===== config.mk =====
export PLATFORM = sky130hd
export DESIGN_NAME = uart_tx_rx_ring_buffers_top
export DESIGN_NICKNAME = d
export VERILOG_FILES = /design/src/hw/rtl/utrb_pkg.sv /design/src/hw/rtl/utrb_ctrl.sv /design/src/hw/rtl/utrb_dp.sv /design/src/hw/rtl/uart_tx_rx_ring_buffers_top.sv
export SDC_FILE = /design/constraint.sdc
export NUM_CORES = 1
export LEC_CHECK = 0
export ABC_AREA = 1
export BUFFER_PORTS_ARGS = -buffer_cell sky130_fd_sc_hd__buf_4
export CELL_PAD_IN_SITES_DETAIL_PLACEMENT = 1
export CELL_PAD_IN_SITES_GLOBAL_PLACEMENT = 2
export CORE_MARGIN = 3
export CORE_UTILIZATION = 47
export CTS_CLUSTER_DIAMETER = 80
export CTS_CLUSTER_SIZE = 10
export DETAILED_ROUTE_END_ITERATION = 7
export PLACE_DENSITY = 0.88
export SLEW_MARGIN = 20
export SYNTH_ARGS = -nofsm -noshare
export SYNTH_HDL_FRONTEND = slang
export SYNTH_SLANG_ARGS = --single-unit

===== constraint.sdc =====
create_clock -name clk -period 6.69 [get_ports clk]
set_clock_uncertainty 0.05 [all_clocks]
set_input_delay 1.338 -clock clk [delete_from_list [all_inputs] [get_ports clk]]
set_output_delay 1.338 -clock clk [all_outputs]
set_load 0.1 [all_outputs]

===== src/hw/rtl/utrb_pkg.sv =====
// ----------------------------------------------------------------------------
// utrb_pkg
// Shared types and codes for the buffered serial front end: command and
// status codes, request and result structs, controller command struct.
// ----------------------------------------------------------------------------
package utrb_pkg;

  // default ring depths
  localparam int TX_DEPTH_DEF = 32;
  localparam int RX_DEPTH_DEF = 32;

  // field widths
  localparam int CMD_W  = 3;
  localparam int BYTE_W = 8;
  localparam int STAT_W = 3;
  localparam int FILL_W = 6;

  // command codes
  localparam logic [CMD_W-1:0] CMD_PUSH_TX  = 3'd0;
  localparam logic [CMD_W-1:0] CMD_POP_RX   = 3'd1;
  localparam logic [CMD_W-1:0] CMD_LINE_RX  = 3'd2;
  localparam logic [CMD_W-1:0] CMD_LINE_RDY = 3'd3;
  localparam logic [CMD_W-1:0] CMD_SEND_EN  = 3'd4;

  // status codes
  localparam logic [STAT_W-1:0] STAT_OK       = 3'd0;
  localparam logic [STAT_W-1:0] STAT_TX_FULL  = 3'd1;
  localparam logic [STAT_W-1:0] STAT_RX_EMPTY = 3'd2;
  localparam logic [STAT_W-1:0] STAT_RX_OVFL  = 3'd3;
  localparam logic [STAT_W-1:0] STAT_NO_SEND  = 3'd4;

  // one request
  typedef struct packed {
    logic [CMD_W-1:0]  command;
    logic [BYTE_W-1:0] data_byte;
  } utrb_req_t;

  // one result
  typedef struct packed {
    logic [STAT_W-1:0] status;
    logic [BYTE_W-1:0] read_byte;
    logic              line_out_valid;
    logic [BYTE_W-1:0] line_out_byte;
    logic              rx_waiting;
    logic [FILL_W-1:0] tx_fill;
    logic [FILL_W-1:0] rx_fill;
    logic              send_request;
  } utrb_rsp_t;

  // controller to datapath commands
  typedef struct packed {
    logic load;  // capture request, read ring heads
    logic run;   // update rings, register result
  } utrb_cmd_t;

endpackage


===== src/hw/rtl/utrb_ctrl.sv =====
// ----------------------------------------------------------------------------
// utrb_ctrl
// Controller: takes a request, runs the execute state in the datapath and
// strobes the result in the following cycle.
// ----------------------------------------------------------------------------
module utrb_ctrl
  import utrb_pkg::*;
(
  input  logic      clk,
  input  logic      rst_n,
  input  logic      start,
  output logic      busy,
  output logic      out_valid,
  output utrb_cmd_t cmd
);

  typedef enum logic {
    ST_IDLE,
    ST_EXEC
  } state_t;

  state_t state_r;
  state_t state_nxt;
  logic   out_valid_r;
  logic   out_valid_nxt;

  // next state
  always_comb begin
    state_nxt     = state_r;
    out_valid_nxt = 1'b0;
    case (state_r)
      ST_IDLE: begin
        if (start) begin
          state_nxt = ST_EXEC;
        end
      end
      ST_EXEC: begin
        state_nxt     = ST_IDLE;
        out_valid_nxt = 1'b1;
      end
      default: begin
        state_nxt = ST_IDLE;
      end
    endcase
  end

  // state and result strobe
  always_ff @(posedge clk) begin
    if (!rst_n) begin
      state_r     <= ST_IDLE;
      out_valid_r <= 1'b0;
    end else begin
      state_r     <= state_nxt;
      out_valid_r <= out_valid_nxt;
    end
  end

  // datapath commands
  assign busy      = (state_r == ST_EXEC);
  assign out_valid = out_valid_r;
  assign cmd.load  = start && (state_r == ST_IDLE);
  assign cmd.run   = (state_r == ST_EXEC);

  // an accepted request always executes in the next cycle
  a_accept_exec: assert property (@(posedge clk) disable iff (!rst_n)
    (start && !busy) |=> busy)
    else $error("accepted request did not enter execute");

  // execute lasts a single cycle
  a_exec_one: assert property (@(posedge clk) disable iff (!rst_n)
    busy |=> !busy)
    else $error("execute held longer than one cycle");

  // every execute yields exactly one result strobe
  a_exec_result: assert property (@(posedge clk) disable iff (!rst_n)
    busy |=> out_valid)
    else $error("execute without result strobe");

endmodule


===== src/hw/rtl/utrb_dp.sv =====
// ----------------------------------------------------------------------------
// utrb_dp
// Datapath: transmit and receive ring memories, their indices and counts,
// the send enable flag and the result register.
// ----------------------------------------------------------------------------
module utrb_dp
  import utrb_pkg::*;
#(
  parameter int TX_DEPTH = TX_DEPTH_DEF,
  parameter int RX_DEPTH = RX_DEPTH_DEF
) (
  input  logic      clk,
  input  logic      rst_n,
  input  utrb_cmd_t cmd,
  input  utrb_req_t in_item,
  output utrb_rsp_t out_item
);

  localparam int TX_IW = $clog2(TX_DEPTH);
  localparam int RX_IW = $clog2(RX_DEPTH);
  localparam int TX_CW = $clog2(TX_DEPTH + 1);
  localparam int RX_CW = $clog2(RX_DEPTH + 1);
  localparam logic [TX_IW-1:0] TX_LAST = TX_IW'(TX_DEPTH - 1);
  localparam logic [RX_IW-1:0] RX_LAST = RX_IW'(RX_DEPTH - 1);
  localparam logic [TX_CW-1:0] TX_FULL = TX_CW'(TX_DEPTH);
  localparam logic [RX_CW-1:0] RX_FULL = RX_CW'(RX_DEPTH);

  // ring memories
  logic [BYTE_W-1:0] tx_mem [TX_DEPTH];
  logic [BYTE_W-1:0] rx_mem [RX_DEPTH];

  // control state
  logic [TX_IW-1:0] tx_rd_r,  tx_rd_nxt;
  logic [TX_IW-1:0] tx_wr_r,  tx_wr_nxt;
  logic [TX_CW-1:0] tx_cnt_r, tx_cnt_nxt;
  logic [RX_IW-1:0] rx_rd_r,  rx_rd_nxt;
  logic [RX_IW-1:0] rx_wr_r,  rx_wr_nxt;
  logic [RX_CW-1:0] rx_cnt_r, rx_cnt_nxt;
  logic             send_en_r, send_en_nxt;

  // captured request and head bytes
  logic [CMD_W-1:0]  cmd_r;
  logic [BYTE_W-1:0] data_r;
  logic [BYTE_W-1:0] tx_head_r;
  logic [BYTE_W-1:0] rx_head_r;

  // result
  utrb_rsp_t rsp_r;
  utrb_rsp_t rsp_nxt;

  logic tx_full;
  logic rx_full;
  logic rx_empty;
  logic can_send;
  logic tx_push;
  logic rx_push;

  assign tx_full  = (tx_cnt_r == TX_FULL);
  assign rx_full  = (rx_cnt_r == RX_FULL);
  assign rx_empty = (rx_cnt_r == '0);
  assign can_send = send_en_r && (tx_cnt_r != '0);
  assign tx_push  = cmd.run && (cmd_r == CMD_PUSH_TX) && !tx_full;
  assign rx_push  = cmd.run && (cmd_r == CMD_LINE_RX) && !rx_full;

  // command decode and next state
  always_comb begin
    tx_rd_nxt   = tx_rd_r;
    tx_wr_nxt   = tx_wr_r;
    tx_cnt_nxt  = tx_cnt_r;
    rx_rd_nxt   = rx_rd_r;
    rx_wr_nxt   = rx_wr_r;
    rx_cnt_nxt  = rx_cnt_r;
    send_en_nxt = send_en_r;
    rsp_nxt     = '0;
    case (cmd_r)
      CMD_PUSH_TX: begin
        if (tx_full) begin
          rsp_nxt.status = STAT_TX_FULL;
        end else begin
          tx_wr_nxt  = (tx_wr_r == TX_LAST) ? '0 : tx_wr_r + 1'b1;
          tx_cnt_nxt = tx_cnt_r + 1'b1;
        end
      end
      CMD_POP_RX: begin
        if (rx_empty) begin
          rsp_nxt.status = STAT_RX_EMPTY;
        end else begin
          rsp_nxt.read_byte = rx_head_r;
          rx_rd_nxt  = (rx_rd_r == RX_LAST) ? '0 : rx_rd_r + 1'b1;
          rx_cnt_nxt = rx_cnt_r - 1'b1;
        end
      end
      CMD_LINE_RX: begin
        if (rx_full) begin
          rsp_nxt.status = STAT_RX_OVFL;
        end else begin
          rx_wr_nxt  = (rx_wr_r == RX_LAST) ? '0 : rx_wr_r + 1'b1;
          rx_cnt_nxt = rx_cnt_r + 1'b1;
        end
      end
      CMD_LINE_RDY: begin
        if (can_send) begin
          rsp_nxt.line_out_valid = 1'b1;
          rsp_nxt.line_out_byte  = tx_head_r;
          tx_rd_nxt  = (tx_rd_r == TX_LAST) ? '0 : tx_rd_r + 1'b1;
          tx_cnt_nxt = tx_cnt_r - 1'b1;
        end else begin
          rsp_nxt.status = STAT_NO_SEND;
        end
      end
      CMD_SEND_EN: begin
        send_en_nxt = data_r[0];
      end
      default: begin
      end
    endcase
    rsp_nxt.rx_waiting   = (rx_cnt_nxt != '0);
    rsp_nxt.tx_fill      = FILL_W'(tx_cnt_nxt);
    rsp_nxt.rx_fill      = FILL_W'(rx_cnt_nxt);
    rsp_nxt.send_request = send_en_nxt && (tx_cnt_nxt != '0);
  end

  // ring indices, counts and send enable
  always_ff @(posedge clk) begin
    if (!rst_n) begin
      tx_rd_r   <= '0;
      tx_wr_r   <= '0;
      tx_cnt_r  <= '0;
      rx_rd_r   <= '0;
      rx_wr_r   <= '0;
      rx_cnt_r  <= '0;
      send_en_r <= 1'b1;
    end else if (cmd.run) begin
      tx_rd_r   <= tx_rd_nxt;
      tx_wr_r   <= tx_wr_nxt;
      tx_cnt_r  <= tx_cnt_nxt;
      rx_rd_r   <= rx_rd_nxt;
      rx_wr_r   <= rx_wr_nxt;
      rx_cnt_r  <= rx_cnt_nxt;
      send_en_r <= send_en_nxt;
    end
  end

  // request capture and result register
  always_ff @(posedge clk) begin
    if (cmd.load) begin
      cmd_r  <= in_item.command;
      data_r <= in_item.data_byte;
    end
    if (cmd.run) begin
      rsp_r <= rsp_nxt;
    end
  end

  // transmit ring: head read on load, write on push
  always_ff @(posedge clk) begin
    if (cmd.load) begin
      tx_head_r <= tx_mem[tx_rd_r];
    end
    if (tx_push) begin
      tx_mem[tx_wr_r] <= data_r;
    end
  end

  // receive ring: head read on load, write on line byte
  always_ff @(posedge clk) begin
    if (cmd.load) begin
      rx_head_r <= rx_mem[rx_rd_r];
    end
    if (rx_push) begin
      rx_mem[rx_wr_r] <= data_r;
    end
  end

  assign out_item = rsp_r;

  // counts never pass the ring depth
  a_tx_cnt_max: assert property (@(posedge clk) disable iff (!rst_n)
    tx_cnt_r <= TX_FULL)
    else $error("transmit count above depth");

  a_rx_cnt_max: assert property (@(posedge clk) disable iff (!rst_n)
    rx_cnt_r <= RX_FULL)
    else $error("receive count above depth");

  // an accepted push grows the transmit count by one
  a_tx_push_cnt: assert property (@(posedge clk) disable iff (!rst_n)
    tx_push |=> (tx_cnt_r == TX_CW'($past(tx_cnt_r) + 1'b1)))
    else $error("transmit push did not advance count");

endmodule


===== src/hw/rtl/uart_tx_rx_ring_buffers_top.sv =====
// ----------------------------------------------------------------------------
// uart_tx_rx_ring_buffers_top
// Buffered serial front end with a transmit ring and a receive ring.
//
//   channel   ports                      direction  handshake
//   request   start, busy, in_item       in         start & !busy
//   result    out_valid, out_item        out        one-cycle strobe
//
// An accepted request executes in the next cycle (busy high) and its result
// is strobed in the cycle after that. No new request is taken while busy is
// high. The ring memories are read at request accept and written in the
// execute cycle.
// A new request may be accepted in the cycle the previous result is shown.
// Reset is synchronous; rings come up empty with sending enabled.
// The receiver cannot stall; results are never held.
// ----------------------------------------------------------------------------
module uart_tx_rx_ring_buffers_top
  import utrb_pkg::*;
#(
  parameter int TX_DEPTH = TX_DEPTH_DEF,
  parameter int RX_DEPTH = RX_DEPTH_DEF
) (
  input  logic      clk,
  input  logic      rst_n,
  input  logic      start,
  output logic      busy,
  input  utrb_req_t in_item,
  output logic      out_valid,
  output utrb_rsp_t out_item
);

  utrb_cmd_t cmd;

  // controller
  utrb_ctrl u_ctrl (
    .clk       (clk),
    .rst_n     (rst_n),
    .start     (start),
    .busy      (busy),
    .out_valid (out_valid),
    .cmd       (cmd)
  );

  // rings and result
  utrb_dp #(
    .TX_DEPTH (TX_DEPTH),
    .RX_DEPTH (RX_DEPTH)
  ) u_dp (
    .clk      (clk),
    .rst_n    (rst_n),
    .cmd      (cmd),
    .in_item  (in_item),
    .out_item (out_item)
  );

endmodule


Word-level counts from Yosys, hierarchy flattened
Memory sizes are Yosys's and may differ from the RTL's. A register that Yosys moved wholly into a read port is not among the register bits.
Index checks and enable logic that the tools add are counted.
{"block": "totals", "reg_bits": 80, "latch_bits": 0, "ramBits": 512, "mem_bits_ro": 0, "input_bits": 14, "mem_count": 2}
{"block": "op_classes", "addsub": 8, "mul": 0, "div": 0, "magnitude_cmp": 0, "n_eq_ne": 10, "shift": 0, "muxes": 24, "n_bitwise": 5, "n_reduce_logical": 20}
{"memory": "u_dp.rx_mem", "words": 32, "word_bits": 8, "read_ports": 1, "rd_clocked_by_memory_dff": 1, "write_ports": 1, "line_no": "utrb_dp.sv:30", "source": "logic [BYTE_W-1:0] rx_mem [RX_DEPTH];"}
{"memory": "u_dp.tx_mem", "words": 32, "word_bits": 8, "read_ports": 1, "rd_clocked_by_memory_dff": 1, "write_ports": 1, "line_no": "utrb_dp.sv:29", "source": "logic [BYTE_W-1:0] tx_mem [TX_DEPTH];"}
{"op": "6-bit two-way mux", "n": 4}
{"op": "6-bit case mux with 2 select lines", "n": 2}
{"op": "5-bit by 1-bit adder with 5-bit output, second input constant", "n": 4}
{"op": "5-bit == test, second input constant", "n": 4}
{"op": "5-bit two-way mux", "n": 4}
{"op": "6-bit nonzero test", "n": 3}
{"op": "6-bit by 1-bit adder with 6-bit output, second input constant", "n": 2}
{"op": "6-bit == test, second input constant", "n": 2}
{"op": "3-bit case mux with 4 select lines", "n": 1}
{"op": "3-bit AND reduction", "n": 4}
{"op": "6-bit by 1-bit subtractor with 6-bit output, second input constant", "n": 2}
{"op": "9-bit two-way mux", "n": 1}
{"op": "1-bit two-way mux", "n": 8}
{"op": "1-bit logical AND", "n": 7}
{"op": "3-bit by 2-bit == test with 1-bit output, second input constant", "n": 2}
{"op": "6-bit logical NOT", "n": 1}
{"op": "1-bit inverter", "n": 5}
{"op": "2-bit two-way mux", "n": 2}
{"op": "3-bit by 1-bit == test with 1-bit output, second input constant", "n": 1}
{"op": "3-bit == test, second input constant", "n": 1}
{"op": "3-bit logical NOT", "n": 1}
{"op": "3-bit two-way mux", "n": 1}
{"op": "1-bit logical NOT", "n": 2}
{"op": "1-bit case mux with 2 select lines", "n": 1}
{"op": "other kinds (2)", "n": 2}

Longest topological paths before layout
{"block": "logic_depth", "word_depth": 6, "mapped_depth": 12}

By module
A second synthesis with hierarchy kept.
{"block": "hier_totals", "cells_unflattened": 2071, "hier_area_um2": 24937.7}
{"mod": "utrb_dp", "n_inst": 1, "cells_each": 2061, "area_each_um2": 24861.3}
{"mod": "utrb_ctrl", "n_inst": 1, "cells_each": 10, "area_each_um2": 76.3}

Worst setup path after synthesis
Ideal clock, no wire load.
{"block": "synth_path", "kind": "reg-to-reg", "startpoint": "register u_ctrl.state_r (netlist: u_ctrl.busy)", "endpoint": "memory u_dp.rx_mem[23][0], enable pin", "setup_ns": 0.383, "t_arrival_ns": 3.236, "required_time_ns": 6.257, "slack_ns": 3.020, "stages_incl_launch_ff": 8, "synth_period_minus_slack_ns": 3.670, "cell_sequence": "dfxtp_1 > buf_2 > inv_1 > nor2_4 > nand2_2 > nor2_1 > inv_2 > nor3_1"}
{"block": "synth_between", "elab_chain_cells": 4}
{"element": "start: declaration", "line_no": "utrb_ctrl.sv:22", "source": "state_t state_r;"}
{"element": "start signal: assignment", "line_no": "utrb_ctrl.sv:53", "source": "state_r <= state_nxt;"}
{"element": "1-bit logical AND (2 in series)", "line_no": "utrb_dp.sv:63", "source": "assign rx_push = cmd.run && (cmd_r == CMD_LINE_RX) && !rx_full;"}
{"element": "1-bit two-way mux", "line_no": "utrb_dp.sv:170", "source": "if (rx_push) begin"}
{"element": "1-bit two-way mux (not written as such)", "line_no": "utrb_dp.sv:171", "source": "rx_mem[rx_wr_r] <= data_r;"}
{"element": "end: declaration", "line_no": "utrb_dp.sv:30"}
No other way between the ends.

==> flow_summary.ini <==
[run_status]
status = finished, final reports clean

[die]
die-area_um2 = 55600
core_um2 = 51800
io_pins = 50
die_h_um = 236
rows = 83
start_util = 0.479
die_w_um = 236

[timing]
slew_headroom = 0.243
final-hold-violation-count = 0
setup_violations = 0
finalCritPeriodShare = 0.515
drv_slew = 0
period_needed_ns = 3.45
setup_tns_ns = 0
rsz0062_at_grt = false
fin_hold_ws_ns = 0.486
worst-slew-pin-transition_ns = 1.13
fmax_mhz = 290

[yosys]
synth_area_leaders = edfxtp_1 69%, nand2_1 6.5%, nand3_1 4.3%
syn_area_um2 = 24800
yosysSeqAreaShare = 0.721
synth_top_area_share = 0.693
yosys.area.top_type = edfxtp_1
ys_ff_latch = 608
synth_cells = 2069
yosysWarnings = 0
synth-main-ff-cell = edfxtp_1
syn_area_per_cell_um2 = 12.0
synth-async-reset-ratio = 0
synth_enable_flop_cells = 573
synth_fp_nets = 2103
ys_types = 40

[power]
ir_worst_vdd_uv = 180
leakage_nw = 9.75
powerDensity_nw_per_um2 = 283
power_w = 0.00786

[worst_setup_path]
reg2reg_slack_ns = 3.24
cpLargestDelayFamily = buffers and inverters
worst-path-buf-inv = 3
worst_setup_path_end_kind = register
crit_fanout = 77
worstPathCellList = clkinv_2 > buf_4 > nand2_1 > nand3_1 > nand3_1 > nand2_1 > a31oi_1 > nand2_1 > nand2_1 > inv_1
path_class = register to register
worst-path-stages = 10
arrival_ns = 3.73
crit_path_start_kind = register
r2r-start = u_dp.tx_rd_r[0]
r2r_end = u_dp.tx_head_r[4]
max_stage_delay_ns = 1.01
r2r_cells = 10
worst_path_most_repeated_cell = nand2_1
cp_slowest_cell = clkinv_2
crit_start = u_dp.tx_rd_r[0]
required_ns = 6.98
crit_path_end = u_dp.tx_head_r[4]

[global_route]
grt_max_degree = 78
grt_pass1_vias = 17300
antenna_found_initial = 2
grt_pass1_wl_um = 105000
overflow = 0
track_usage = 0.245

[layout]
final_cell_mix = 573 x edfxtp_1, 429 x nand2_1, 243 x nor2_1
layout_commonest_cell = edfxtp_1
n_antenna_cell = 0
fillCellCount = 5274
layout-drive-gt1-share = 0.0885
layout.nets = 2141
area_growth_syn_to_layout_pct = 11.7

[worst_hold_path]
min_path_type = register to register

[cts]
cts_tree = done
post-cts-setup-buffers = 0
cts_resized = 0
clock-sinks = 608
cts_max_level = 3
path_clk_slew_ns = 0.06
ctsRootBufferMaster = clkbuf_16
clock_latency_ns = 0.61
clk_path_buf_depth = 3
hold_buffers = 0
cts_made_buffers = 70

[place]
portBuffers = 49
gp_congestion = 0.812
dp_hpwl_um = 40300

[detailed_routing]
drc_errors = 0
drt_iter0_markers = 1474
vias_per_cell = 5.90
detail-route-antenna-nets = 0
vias = 16700
detail_route.wl_per_cell_um = 24.2
wl_um = 68500
firstDrtPassIters = 5

[run]
max-cap-violations = 0
==> through the flow <==
stage | util | setup slack (ns) | area, um2 | std cells
after global routing | 0.535 | 2.95 | 27700 | 2826
after floorplan | - | 3.02 | 24800 | 2069
after detailed placement | 0.497 | 3.27 | 25700 | 2715
final | 0.535 | 3.24 | 27700 | 2826
after global placement | 0.497 | 3.25 | 25700 | 2714
after CTS | 0.535 | 3.23 | 27700 | 2826
==> power breakdown <==
| group | total [W] | leakage, nW | switching (W) | internal, W |
|---|---|---|---|---|
| Sequential | 0.00419 | 5.47 | 0.00000990 | 0.00418 |
| Combinational | 0.000210 | 3.32 | 0.000178 | 0.0000320 |
| Clock | 0.00346 | 0.960 | 0.00146 | 0.00200 |
| Total | 0.00786 | 9.75 | 0.00165 | 0.00621 |
==> cell usage after synthesis, types with 5 or more instances <==
cell and number:
inv_1 82, o21ai_0 150, dfxtp_1 35, clkinv_1 6, ha_1 20, edfxtp_1 573, nand4_1 9, buf_2 54
nor3_1 10, nor2_1 244, a21oi_1 37, nand2_1 429, inv_2 14, buf_4 5, a31oi_1 32, clkbuf_1 41
nand3_1 214, xor2_1 8, o221ai_1 64
==> logic make-up (layout without fill, tap and decap cells) <==
logic type / after synthesis / count (layout) / share of synthesized area
AO/OA/AOI/OAI: 295 / 295 / 0.0716
XOR/XNOR: 10 / 10 / 0.00353
adder cells (fa/ha/maj): 20 / 20 / 0.0101
buffers and inverters: 209 / 286 / 0.0360
flip-flops: 608 / 608 / 0.721
AND/OR/NAND/NOR: 927 / 927 / 0.158
==> worst min-delay path by stage <==
| stage | from | endpoint | slack (ns) | cells past startpoint |
|---|---|---|---|---|
| finish | u_dp.tx_rd_r[3] | u_dp.tx_rd_r[3] | 0.49 | 2 |
| global route | u_dp.rx_wr_r[0] | u_dp.rx_wr_r[0] | 0.52 | 2 |
| CTS | u_dp.tx_rd_r[3] | u_dp.tx_rd_r[3] | 0.48 | 2 |
| detailed placement | u_dp.tx_rd_r[3] | u_dp.tx_rd_r[3] | 0.47 | 2 |
| global placement | u_dp.tx_rd_r[3] | u_dp.tx_rd_r[3] | 0.45 | 2 |
| floorplan | u_dp.rx_wr_r[0] | u_dp.rx_wr_r[0] | 0.43 | 2 |
==> layer usage <==
metal | vias to the layer above | share of wire | global-route usage
met5 | - | 0.00023 | 0
met1 | 8495 | 0.44 | 0.347
met3 | 128 | 0.067 | 0.0445
li1 | 7458 | - | -
met2 | 584 | 0.46 | 0.380
met4 | 2 | 0.028 | 0.0902
==> flip-flops by register name (all words and copies together) (netlist names) <==
name,cells
u_ctrl.busy,1
u_ctrl.out_valid,1
u_dp.cmd_r,3
u_dp.data_r,8
u_dp.out_item,34
u_dp.rx_cnt_r,6
u_dp.rx_head_r,8
u_dp.rx_mem,256
u_dp.rx_rd_r,5
u_dp.rx_wr_r,5
u_dp.send_en_r,1
u_dp.tx_cnt_r,6
u_dp.tx_head_r,8
u_dp.tx_mem,256
u_dp.tx_rd_r,5
u_dp.tx_wr_r,5
==> final cells by class <==
cell class              count  area, um2  area share
well taps                 680        851      0.0307
repair buffers             73        548      0.0198
flip-flops and latches    608      17900       0.646
multi-input cells        1252       6040       0.218
clock inverters             4       45.0     0.00162
inverters                 102        385      0.0139
clock buffers             107       1950      0.0704
==> tightest hold or removal path, cell delays in order (launching register included) <==
cell     delay, ns
dfxtp_1       0.33
nor2_1        0.12
nor3_1        0.05
Power figures use the tool's default switching activity.
